File: src/rtl/ssmsl_pkg.sv
// ----------------------------------------------------------------------------
// ssmsl_pkg
// Shared types and constants for the skid-steer mixer with slew limit.
// ----------------------------------------------------------------------------
`timescale 1ns / 1ps

package ssmsl_pkg;

  // frame constants
  localparam logic [7:0] CtrlByte = 8'hC3;
  localparam logic [7:0] FillByte = 8'h64;
  localparam logic [7:0] ZeroByte = 8'h00;

  // stick and knob scaling
  localparam int PulseCentre = 1500;
  localparam int DeadBand    = 30;
  localparam int StickScale  = 500;
  localparam int KnobBase    = 1000;
  localparam int KnobScale   = 1000;
  // StickScale * KnobScale
  localparam int DivDen      = StickScale * KnobScale;

  // DivDen = 2^DivShift * DivOdd; the odd part goes through a reciprocal multiply
  localparam int          DivShift   = 5;
  localparam logic [13:0] DivOdd     = 14'd15625;
  // ceil(2^43 / 15625), exact for any 29-bit dividend
  localparam logic [29:0] RecipMul   = 30'd562949954;
  localparam int          RecipShift = 43;

  // register indexes
  localparam logic [1:0] RegMaxSpeed = 2'd0;
  localparam logic [1:0] RegSlewStep = 2'd1;

  localparam logic [14:0] MaxSpeedRst = 15'd1000;
  localparam logic [14:0] SlewStepRst = 15'd100;

  typedef enum logic [2:0] {
    StIdle,
    StScale,
    StMul,
    StRecip,
    StCheck,
    StSlew,
    StDone
  } state_e;

endpackage

File: src/rtl/skid_steer_mixer_slew_limiter.sv
// ----------------------------------------------------------------------------
// skid_steer_mixer_slew_limiter
// Mixes steering and throttle pulses into left/right motor speeds, slews
// the stored speeds toward their targets and emits an 8-byte motor frame.
// ----------------------------------------------------------------------------
// channel | direction | handshake               | payload
// in      | sink      | in_valid_i / in_stall_o   | steer, throttle, knob pulses
// out     | source    | out_valid_o / out_stall_i | eight frame bytes
// cfg     | sink      | cfg_valid_i / cfg_ready_o | cfg_index_i, cfg_data_i
//
// A request runs from acceptance to the next acceptance through: one
// multiply for the knob scale, then per side a mix multiply, a reciprocal
// multiply for the divide, a back-multiply for the remainder test and a slew
// step, the multiplies all on the one shared multiplier, then done and idle.
// Reset clears the stored speeds to zero and loads max_speed = 1000,
// slew_step = 100. A stalled result waits in its output register; the
// next request is taken meanwhile and waits at the end if still blocked.
// ----------------------------------------------------------------------------
`timescale 1ns / 1ps

module skid_steer_mixer_slew_limiter
  import ssmsl_pkg::*;
(
  input  logic        clk_i,
  input  logic        rst_ni,

  input  logic        in_valid_i,
  output logic        in_stall_o,
  input  logic [11:0] steer_pulse_i,
  input  logic [11:0] throttle_pulse_i,
  input  logic [11:0] knob_pulse_i,

  output logic        out_valid_o,
  input  logic        out_stall_i,
  output logic [7:0]  byte_zero_o,
  output logic [7:0]  right_high_o,
  output logic [7:0]  right_low_o,
  output logic [7:0]  byte_three_o,
  output logic [7:0]  left_high_o,
  output logic [7:0]  left_low_o,
  output logic [7:0]  byte_six_o,
  output logic [7:0]  byte_seven_o,

  input  logic        cfg_valid_i,
  output logic        cfg_ready_o,
  input  logic [1:0]  cfg_index_i,
  input  logic [15:0] cfg_data_i
);

  // --------------------------------------------------------------------------
  // helpers
  // --------------------------------------------------------------------------
  function automatic logic signed [9:0] stick_value(input logic [11:0] pulse);
    logic signed [12:0] d;
    logic signed [12:0] band;
    logic signed [12:0] lim;
    d    = $signed({1'b0, pulse}) - $signed(13'(PulseCentre));
    band = $signed(13'(DeadBand));
    lim  = $signed(13'(StickScale));
    if (d <= band && d >= -band) begin
      return '0;
    end else if (d > lim) begin
      return lim[9:0];
    end else if (d < -lim) begin
      return 10'(-lim);
    end
    return d[9:0];
  endfunction

  function automatic logic signed [9:0] clamp_mix(input logic signed [10:0] v);
    logic signed [10:0] lim;
    lim = $signed(11'(StickScale));
    if (v > lim) begin
      return lim[9:0];
    end else if (v < -lim) begin
      return 10'(-lim);
    end
    return v[9:0];
  endfunction

  // --------------------------------------------------------------------------
  // registers
  // --------------------------------------------------------------------------
  state_e             state_q, state_d;
  logic [14:0]        max_speed_q, slew_step_q;
  logic signed [15:0] left_speed_q, right_speed_q;
  logic signed [9:0]  lmix_q, rmix_q;
  logic [9:0]         mult_q;
  logic [24:0]        scale_q;
  logic [28:0]        nshift_q;
  logic               low_nz_q;
  logic [15:0]        quot_q;
  logic               rem_nz_q;
  logic               side_q;
  logic               out_valid_q;
  logic [15:0]        left_out_q, right_out_q;

  // controls
  logic in_accept, out_accept;
  logic scale_en, mul_en, recip_en, check_en, slew_en, out_load;

  assign in_accept  = in_valid_i && !in_stall_o;
  assign out_accept = out_valid_q && !out_stall_i;
  assign cfg_ready_o = 1'b1;

  // --------------------------------------------------------------------------
  // front end: stick, mix and knob decode at acceptance
  // --------------------------------------------------------------------------
  logic signed [9:0]  steer_v, thr_v;
  logic signed [10:0] lsum, rsum;
  logic signed [12:0] knob_off;
  logic [9:0]         mult_v;

  always_comb begin
    steer_v  = stick_value(steer_pulse_i);
    thr_v    = stick_value(throttle_pulse_i);
    lsum     = 11'(thr_v) - 11'(steer_v);
    rsum     = -(11'(thr_v) + 11'(steer_v));
    knob_off = $signed({1'b0, knob_pulse_i}) - $signed(13'(KnobBase));
    if (knob_pulse_i == '0) begin
      mult_v = 10'(KnobScale);
    end else if (knob_off < 0) begin
      mult_v = '0;
    end else if (knob_off > $signed(13'(KnobScale))) begin
      mult_v = 10'(KnobScale);
    end else begin
      mult_v = knob_off[9:0];
    end
  end

  // --------------------------------------------------------------------------
  // shared multiplier
  // --------------------------------------------------------------------------
  logic signed [9:0] mix_sel;
  logic [9:0]        mix_mag;
  logic [28:0]       mul_a;
  logic [29:0]       mul_b;
  logic [58:0]       mul_p;

  assign mix_sel = side_q ? rmix_q : lmix_q;
  assign mix_mag = mix_sel[9] ? (~mix_sel + 10'd1) : mix_sel;

  // divide by 500000: drop 5 low bits, then multiply by the reciprocal of
  // 15625 and check the quotient by multiplying it back
  always_comb begin
    unique case (state_q)
      StScale: begin
        mul_a = {14'd0, max_speed_q};
        mul_b = {20'd0, mult_q};
      end
      StRecip: begin
        mul_a = nshift_q;
        mul_b = RecipMul;
      end
      StCheck: begin
        mul_a = {13'd0, quot_q};
        mul_b = {16'd0, DivOdd};
      end
      default: begin
        mul_a = {4'd0, scale_q};
        mul_b = {20'd0, mix_mag};
      end
    endcase
  end

  assign mul_p = 59'(mul_a) * 59'(mul_b);

  // --------------------------------------------------------------------------
  // floor fix-up and slew
  // --------------------------------------------------------------------------
  logic signed [16:0] tgt;
  logic signed [15:0] cur;
  logic signed [17:0] diff, step18, cur_up, cur_dn;
  logic signed [15:0] slewed;

  always_comb begin
    if (mix_sel[9]) begin
      tgt = $signed(17'd0) - $signed({1'b0, quot_q}) - $signed({16'd0, rem_nz_q});
    end else begin
      tgt = $signed({1'b0, quot_q});
    end
    cur    = side_q ? right_speed_q : left_speed_q;
    step18 = $signed({3'd0, slew_step_q});
    diff   = 18'(tgt) - 18'(cur);
    cur_up = 18'(cur) + step18;
    cur_dn = 18'(cur) - step18;
    priority if (diff > step18) begin
      slewed = cur_up[15:0];
    end else if (diff < -step18) begin
      slewed = cur_dn[15:0];
    end else begin
      slewed = tgt[15:0];
    end
  end

  // --------------------------------------------------------------------------
  // sequencer
  // --------------------------------------------------------------------------
  always_comb begin
    state_d = state_q;
    unique case (state_q)
      StIdle:  if (in_valid_i) state_d = StScale;
      StScale: state_d = StMul;
      StMul:   state_d = StRecip;
      StRecip: state_d = StCheck;
      StCheck: state_d = StSlew;
      StSlew:  state_d = side_q ? StDone : StMul;
      StDone:  if (!out_valid_q || !out_stall_i) state_d = StIdle;
      default: state_d = StIdle;
    endcase
  end

  always_comb begin
    in_stall_o = 1'b1;
    scale_en   = 1'b0;
    mul_en     = 1'b0;
    recip_en   = 1'b0;
    check_en   = 1'b0;
    slew_en    = 1'b0;
    out_load   = 1'b0;
    unique case (state_q)
      StIdle:  in_stall_o = 1'b0;
      StScale: scale_en   = 1'b1;
      StMul:   mul_en     = 1'b1;
      StRecip: recip_en   = 1'b1;
      StCheck: check_en   = 1'b1;
      StSlew:  slew_en    = 1'b1;
      StDone:  out_load   = !out_valid_q || !out_stall_i;
      default: in_stall_o = 1'b1;
    endcase
  end

  // --------------------------------------------------------------------------
  // control state
  // --------------------------------------------------------------------------
  always_ff @(posedge clk_i or negedge rst_ni) begin
    if (!rst_ni) begin
      state_q       <= StIdle;
      max_speed_q   <= MaxSpeedRst;
      slew_step_q   <= SlewStepRst;
      left_speed_q  <= '0;
      right_speed_q <= '0;
      side_q        <= 1'b0;
      out_valid_q   <= 1'b0;
    end else begin
      state_q <= state_d;
      if (cfg_valid_i && cfg_ready_o) begin
        if (cfg_index_i == RegMaxSpeed) max_speed_q <= cfg_data_i[14:0];
        if (cfg_index_i == RegSlewStep) slew_step_q <= cfg_data_i[14:0];
      end
      if (in_accept) side_q <= 1'b0;
      if (slew_en) begin
        if (side_q) begin
          right_speed_q <= slewed;
        end else begin
          left_speed_q <= slewed;
        end
        side_q <= 1'b1;
      end
      if (out_load) begin
        out_valid_q <= 1'b1;
      end else if (out_accept) begin
        out_valid_q <= 1'b0;
      end
    end
  end

  // --------------------------------------------------------------------------
  // datapath
  // --------------------------------------------------------------------------
  always_ff @(posedge clk_i) begin
    if (in_accept) begin
      lmix_q <= clamp_mix(lsum);
      rmix_q <= clamp_mix(rsum);
      mult_q <= mult_v;
    end
    if (scale_en) scale_q <= mul_p[24:0];
    if (mul_en) begin
      nshift_q <= mul_p[33:DivShift];
      low_nz_q <= |mul_p[DivShift-1:0];
    end
    if (recip_en) quot_q <= mul_p[RecipShift +: 16];
    // any remainder pushes a negative target one further down
    if (check_en) rem_nz_q <= low_nz_q || (mul_p[28:0] != nshift_q);
    if (out_load) begin
      left_out_q  <= left_speed_q;
      right_out_q <= right_speed_q;
    end
  end

  // --------------------------------------------------------------------------
  // outputs
  // --------------------------------------------------------------------------
  assign out_valid_o  = out_valid_q;
  assign byte_zero_o  = CtrlByte;
  assign right_high_o = right_out_q[15:8];
  assign right_low_o  = right_out_q[7:0];
  assign byte_three_o = FillByte;
  assign left_high_o  = left_out_q[15:8];
  assign left_low_o   = left_out_q[7:0];
  assign byte_six_o   = FillByte;
  assign byte_seven_o = ZeroByte;

  // --------------------------------------------------------------------------
  // assertions
  // --------------------------------------------------------------------------
  a_accept_starts: assert property (@(posedge clk_i) disable iff (!rst_ni)
    in_accept |=> state_q == StScale)
    else $error("accepted request did not start the sequencer");

  a_quot_range: assert property (@(posedge clk_i) disable iff (!rst_ni)
    state_q == StCheck |-> !quot_q[15])
    else $error("quotient out of range");

  a_stall_hold: assert property (@(posedge clk_i) disable iff (!rst_ni)
    out_valid_q && out_stall_i |=>
      out_valid_q && $stable(left_out_q) && $stable(right_out_q))
    else $error("stalled result changed");

  a_valid_src: assert property (@(posedge clk_i) disable iff (!rst_ni)
    $rose(out_valid_q) |-> $past(state_q) == StDone)
    else $error("result raised outside the done phase");

endmodule
File: config.mk
export PLATFORM = sky130hd
export DESIGN_NAME = skid_steer_mixer_slew_limiter
export DESIGN_NICKNAME = d
export VERILOG_FILES = /design/src/rtl/ssmsl_pkg.sv /design/src/rtl/skid_steer_mixer_slew_limiter.sv
export SDC_FILE = /design/constraint.sdc
export NUM_CORES = 2
export LEC_CHECK = 0
export ABC_AREA = 1
export BUFFER_PORTS_ARGS = -buffer_cell sky130_fd_sc_hd__buf_4
export CORE_MARGIN = 2
export CORE_UTILIZATION = 35
export DETAILED_ROUTE_END_ITERATION = 8
export GPL_TIMING_DRIVEN = 0
export SLEW_MARGIN = 20
export SYNTH_ARGS = -nofsm -noshare
export SYNTH_HDL_FRONTEND = slang
export SYNTH_SLANG_ARGS = --single-unit
File: constraint.sdc
create_clock -name clk_i -period 17.5 [get_ports clk_i]
set_input_delay 3.5 -clock clk_i [delete_from_list [all_inputs] [get_ports clk_i]]
set_output_delay 3.5 -clock clk_i [all_outputs]
set_load 0.005 [all_outputs]
After elaboration in Yosys (flattened, before gate mapping)
Index checks and enable logic that the tools add are counted.
{"block": "word_totals", "regBits": 201, "inputBits": 59, "out_inout_bits": 67, "word_cells": 131}
{"block": "op_classes", "n_addsub": 13, "n_mul": 1, "order_cmp": 16, "n_eq_ne": 10, "muxes": 51, "bitwise_logic": 2, "n_reduce_logical": 20}
{"operator": "10-bit two-way mux", "count": 18}
{"operator": "30-bit one-hot mux with 3 select lines", "count": 1}
{"operator": "29-bit one-hot mux with 3 select lines", "count": 1}
{"operator": "29-bit by 30-bit multiplier with 59-bit output", "count": 1}
{"operator": "16-bit two-way mux", "count": 3}
{"operator": "29-bit != test", "count": 1}
{"operator": "13-bit by 6-bit greater-or-equal comparator with 1-bit output, second input constant", "count": 2}
{"operator": "13-bit by 10-bit greater-than comparator with 1-bit output, second input constant", "count": 2}
{"operator": "13-bit by 6-bit <= comparator with 1-bit output, second input constant", "count": 2}
{"operator": "13-bit by 10-bit < comparator with 1-bit output, second input constant", "count": 2}
{"operator": "12-bit by 11-bit subtractor with 13-bit output, second input constant", "count": 2}
{"operator": "1-bit two-way mux", "count": 23}
{"operator": "11-bit by 10-bit greater-than comparator with 1-bit output, second input constant", "count": 2}
{"operator": "11-bit by 10-bit < comparator with 1-bit output, second input constant", "count": 2}
{"operator": "3-bit one-hot mux with 7 select lines", "count": 1}
{"operator": "18-bit by 16-bit greater-than comparator with 1-bit output", "count": 1}
{"operator": "18-bit < comparator", "count": 1}
{"operator": "15-bit negator with 18-bit output", "count": 1}
{"operator": "17-bit by 16-bit subtractor with 18-bit output", "count": 1}
{"operator": "17-bit two-way mux", "count": 1}
{"operator": "1-bit by 16-bit subtractor with 17-bit output, first input constant", "count": 1}
{"operator": "17-bit by 2-bit subtractor with 17-bit output", "count": 1}
{"operator": "16-bit adder", "count": 1}
{"operator": "16-bit subtractor", "count": 1}
{"operator": "other kinds (25)", "count": 41}

Logic depth before layout (Yosys ltp)
{"block": "depth", "ltp_word": 13, "depth_mapped": 51, "depth_no_buf": 49}

Worst setup path before layout
No wires, ideal clock.
{"block": "synth_timing", "path_kind": "register -> register", "from": "register state_q[2]", "to": "register quot_q[10], data pin", "setup_time_ns": 0.259, "arrival_ns": 7.938, "required_ns": 17.241, "setup_slack_ns": 9.303, "stages_incl_launch_ff": 41, "path_buffers": 1, "synth_period_minus_slack_ns": 8.197, "path_cell_list": "dfrtp_1 inv_1 nand3_2 inv_1 clkbuf_1 nand2_1 nand3_1 o21ai_1 inv_1 nand2_1 fa_1 inv_1 fa_1 fa_1 inv_1 fa_1 inv_1 fa_1 [... 5 more ...] fa_1 inv_1 ha_1 nand2_1 nor2_1 nor2_1 o21ai_0 a21oi_1 inv_1 nand2_1 nand2_1 nand2_1 nand2_1 nand2_1 nor2_1 o21ai_0 nand2_1 xor2_1"}
{"block": "synth_via", "elab_chain_len": 3, "elab_cells_between_ends": 6, "classes_between": "mul (1); eq/ne (3); mux (2)"}
{"item": "start: declaration", "line_no": "skid_steer_mixer_slew_limiter.sv:84", "rtl": "state_e state_q, state_d;"}
{"item": "start signal: assignment", "line_no": "skid_steer_mixer_slew_limiter.sv:238", "rtl": "state_q <= StIdle;"}
{"item": "start signal: assignment", "line_no": "skid_steer_mixer_slew_limiter.sv:246", "rtl": "state_q <= state_d;"}
{"item": "3-bit == test (tied with other cells)", "line_no": "skid_steer_mixer_slew_limiter.sv:146", "rtl": "unique case (state_q)"}
{"item": "29-bit one-hot mux with 3 select lines / 30-bit one-hot mux with 3 select lines (equally long branches)", "line_no": "skid_steer_mixer_slew_limiter.sv:146"}
{"item": "29-bit by 30-bit multiplier with 59-bit output *", "line_no": "skid_steer_mixer_slew_limiter.sv:166", "rtl": "assign mul_p = 59'(mul_a) * 59'(mul_b);"}
{"item": "via mul_p[53]", "line_no": "skid_steer_mixer_slew_limiter.sv:138", "rtl": "logic [58:0] mul_p;"}
{"item": "end signal: assignment", "line_no": "skid_steer_mixer_slew_limiter.sv:282", "rtl": "if (recip_en) quot_q <= mul_p[RecipShift +: 16];"}
{"item": "end: declaration", "line_no": "skid_steer_mixer_slew_limiter.sv:92", "rtl": "logic [15:0] quot_q;"}
The timed path passes the listed nets; every way through them passes the cells marked *.
A chain may end at the register's enable or synchronous reset.

Worst setup path in the final report
{"block": "layout_timing", "from": "register state_q[2]", "to": "register rem_nz_q, data pin"}
{"block": "layout_via", "elab_chain_len": 5, "elab_cells_between_ends": 8, "classes_between": "mul (1); eq/ne (4); mux (2); reduce/logical (1)"}
{"item": "3-bit == test (tied with other cells)", "line_no": "skid_steer_mixer_slew_limiter.sv:146"}
{"item": "29-bit one-hot mux with 3 select lines / 30-bit one-hot mux with 3 select lines (equally long branches)", "line_no": "skid_steer_mixer_slew_limiter.sv:146"}
{"item": "29-bit by 30-bit multiplier with 59-bit output *", "line_no": "skid_steer_mixer_slew_limiter.sv:166"}
{"item": "via mul_p[21]", "line_no": "skid_steer_mixer_slew_limiter.sv:138"}
{"item": "29-bit != test *", "line_no": "skid_steer_mixer_slew_limiter.sv:284", "rtl": "if (check_en) rem_nz_q <= low_nz_q || (mul_p[28:0] != nshift_q);"}
{"item": "1-bit logical OR *", "line_no": "skid_steer_mixer_slew_limiter.sv:284"}
{"item": "end signal: assignment", "line_no": "skid_steer_mixer_slew_limiter.sv:284"}
{"item": "end: declaration", "line_no": "skid_steer_mixer_slew_limiter.sv:93", "rtl": "logic rem_nz_q;"}
Marked as above.

==> metrics <==
outcome=finished, final reports clean; drt drc=0; Max clock buf depth=3; Final TNS setup=0 ns; Rel. slew slack=0.205; ratio of final minimum period to clock period=0.625; global-route wire length before repair=166000 um; global route total overflow=0; core area=102000 sq um; WHS Path Cells=0; syn avg cell area=8.31 sq um; unrepaired setup endpoints after global routing=no; HP Class=flip-flop to flip-flop; input/output buffers=91; Final ANT Viol Nets=0; vias in the first global route=28600; achievable frequency=91.5 MHz; max incr delay on CP=0.65 ns; Clock Pin Slew Worst Setup and Hold Paths=0.06 ns; CTS tree=yes; final slew viol count=0; Area growth syn-to-layout=9.80%; Storage cell area=5710 sq um; synth unique cells=61; GRT met3 Usage=0.0258; drt pass-1 iters=6; CP Launch Type=flip-flop; post-synth top area share=0.289; Worst EP required=17.79 ns; Overall Global Routing Usage=0.203; Initial Utilization=0.354; iteration-0 DRC count of the detailed router=2201; part of the Yosys area used for sequential elements=0.158; met1 global-route usage=0.292; dpl hpwl=94700 um; CTS sink count=201; slew at the pin with the worst max-slew slack=1.19 ns; ys async rst share=0.333; Post-CTS Resized=0; Worst Setup Path Type=flip-flop to flip-flop; Cell Rows=117; Synth warnings=0; routed vias/inst=4.84; largest net degree at the start of global routing=68; Num CTS Buffers=24; biggest area consumer among synthesized cells=fa_1; clk_lat worst skew=0.58 ns; type of destination of the critical path=flip-flop; filler instances=10600; die width=325 um; main flop type after synthesis=edfxtp_1; number of synthesized flops with an enable pin=134; via count=28700; min cycle time layout=10.93 ns; critical path peak fanout=10; synthesized instance count=4352; WP depth=41; Synth Cell Area=36200 sq um; Yosys reg bits=201; worst clock skew=0.0193 ns; # diodes=0; initial antenna violation count=3; Final #Nets=5577; Setup-failing EPs final=0; met2 Resource Use GR=0.317; share of post-route cells with drive strength above 1=0.0660; most frequent CP cell=inv_1; endpoints failing hold=0; CP max stage cell=nor2_1; Routability Congestion=0.963; cts hold-fix bufs=0; wire length per cell=18.2 um; CP top delay family=adder cells; reg2reg path depth=41; CP Buf/Inv Count=14; Die Area=106000 sq um; boundary pin count=126; H-tree levels=1; GR peak layer=met2; worst endpoint data arrival time=11.22 ns; CTS root buf=clkbuf_16; Max Cap Violations=0; Routed WL=108000 um; Die Height=325 um; Post-CTS Setup Inserts=0; multi-input logic area=26200 sq um; Area contributors post-synth=fa_1 (29%), ha_1 (16%), edfxtp_1 (11%)
final cells by class:
class	count	share of cell area
multi-input cells	3056	0.659
flip-flops and latches	201	0.144
inverters	1066	0.101
well taps	1368	0.0431
repair buffers	96	0.0195
clock buffers	36	0.0177
plain buffers	97	0.0140
clock inverters	7	0.00176
routing by layer:
| metal | wire length [um] | vias to the layer above |
|---|---|---|
| met5 | 0 | - |
| met4 | 3650 | 0 |
| met3 | 6850 | 131 |
| met2 | 47900 | 881 |
| met1 | 49700 | 14000 |
| li1 | - | 13700 |
cell families after synthesis:
family	share of synthesized area
xor+xnor	0.0348
fa+ha+maj	0.446
flops	0.158
mux	0.00138
other cells	0.000208
compound gates	0.0725
buf+inv	0.126
simple gates	0.161
placed cells by master, fill, tap and decap left out, drive strengths merged, types with 9 or more instances in the layout:
cell    netlist  layout
a21o         12      12
a21oi       188     188
a31oi        10      10
buf          72     168
clkbuf       25      61
clkinv        5       9
conb          2      70
dfrtp        58      58
dfstp         9       9
edfxtp      134     134
fa          523     523
ha          453     453
inv        1061    1063
nand2       724     724
nand3       171     171
nand4        30      30
nor2        384     384
nor3         39      39
o211ai       10      10
o21ai       205     205
or2          34      34
xnor2        22      22
xor2        108     108
Yosys cell counts (13+ instances only):
cell type     n
buf_2        32
ha_1        453
nand4_1      30
buf_4        37
a21oi_1     183
fa_1        523
nor2_1      377
xnor2_1      22
clkbuf_1     24
nand3_1     166
nand2_2      13
nor3_1       36
edfxtp_1    134
xor2_1      107
dfrtp_1      58
nand2_1     709
or2_2        33
o21ai_1      22
o21ai_0     178
inv_1      1057
through the flow:
step,instances,cell area (sq um),utilization,setup slack (ns),hold slack (ns)
after global placement,5879,38800,0.380,6.05,0.458
after CTS,5927,39700,0.389,6.67,0.472
after global routing,5927,39700,0.389,6.24,0.485
final,5927,39700,0.389,6.57,0.474
after detailed placement,5884,38900,0.381,6.69,0.457
after floorplan,4420,36400,-,9.30,0.439
worst reg2reg max path, delay by kind of cell, from the launching register on:
kind                       cells  cell delay, ns
AOI/OAI and AO/OA              4            1.50
xor gates and xnor gates       1            0.20
DFF                            1            0.44
and+or+nand+nor               13            2.20
buffers and inverters         14            2.03
adders and majority gates      9            4.25
flip-flops by register name, summed over array words and instances, names as in the netlist, 16 cells and up:
register and cells:
nshift_q 29, scale_q 25, left_out_q 16, left_speed_q 16
quot_q 16, right_out_q 16, right_speed_q 16
final timing paths:
path                                       start               end  slack [ns]
worst max-delay path                  state_q[2]          rem_nz_q        6.57
worst min-delay path            left_speed_q[11]    left_out_q[11]        0.47
worst max register to register        state_q[2]          rem_nz_q        6.57
min in group asynchronous                 rst_ni  right_speed_q[6]        3.05
worst min register to register  left_speed_q[11]    left_out_q[11]        0.47
max in group asynchronous                 rst_ni    max_speed_q[4]       13.85
Power is not shown: default switching activity piles up to over one toggle a cycle in this logic, so the estimate is an artifact.
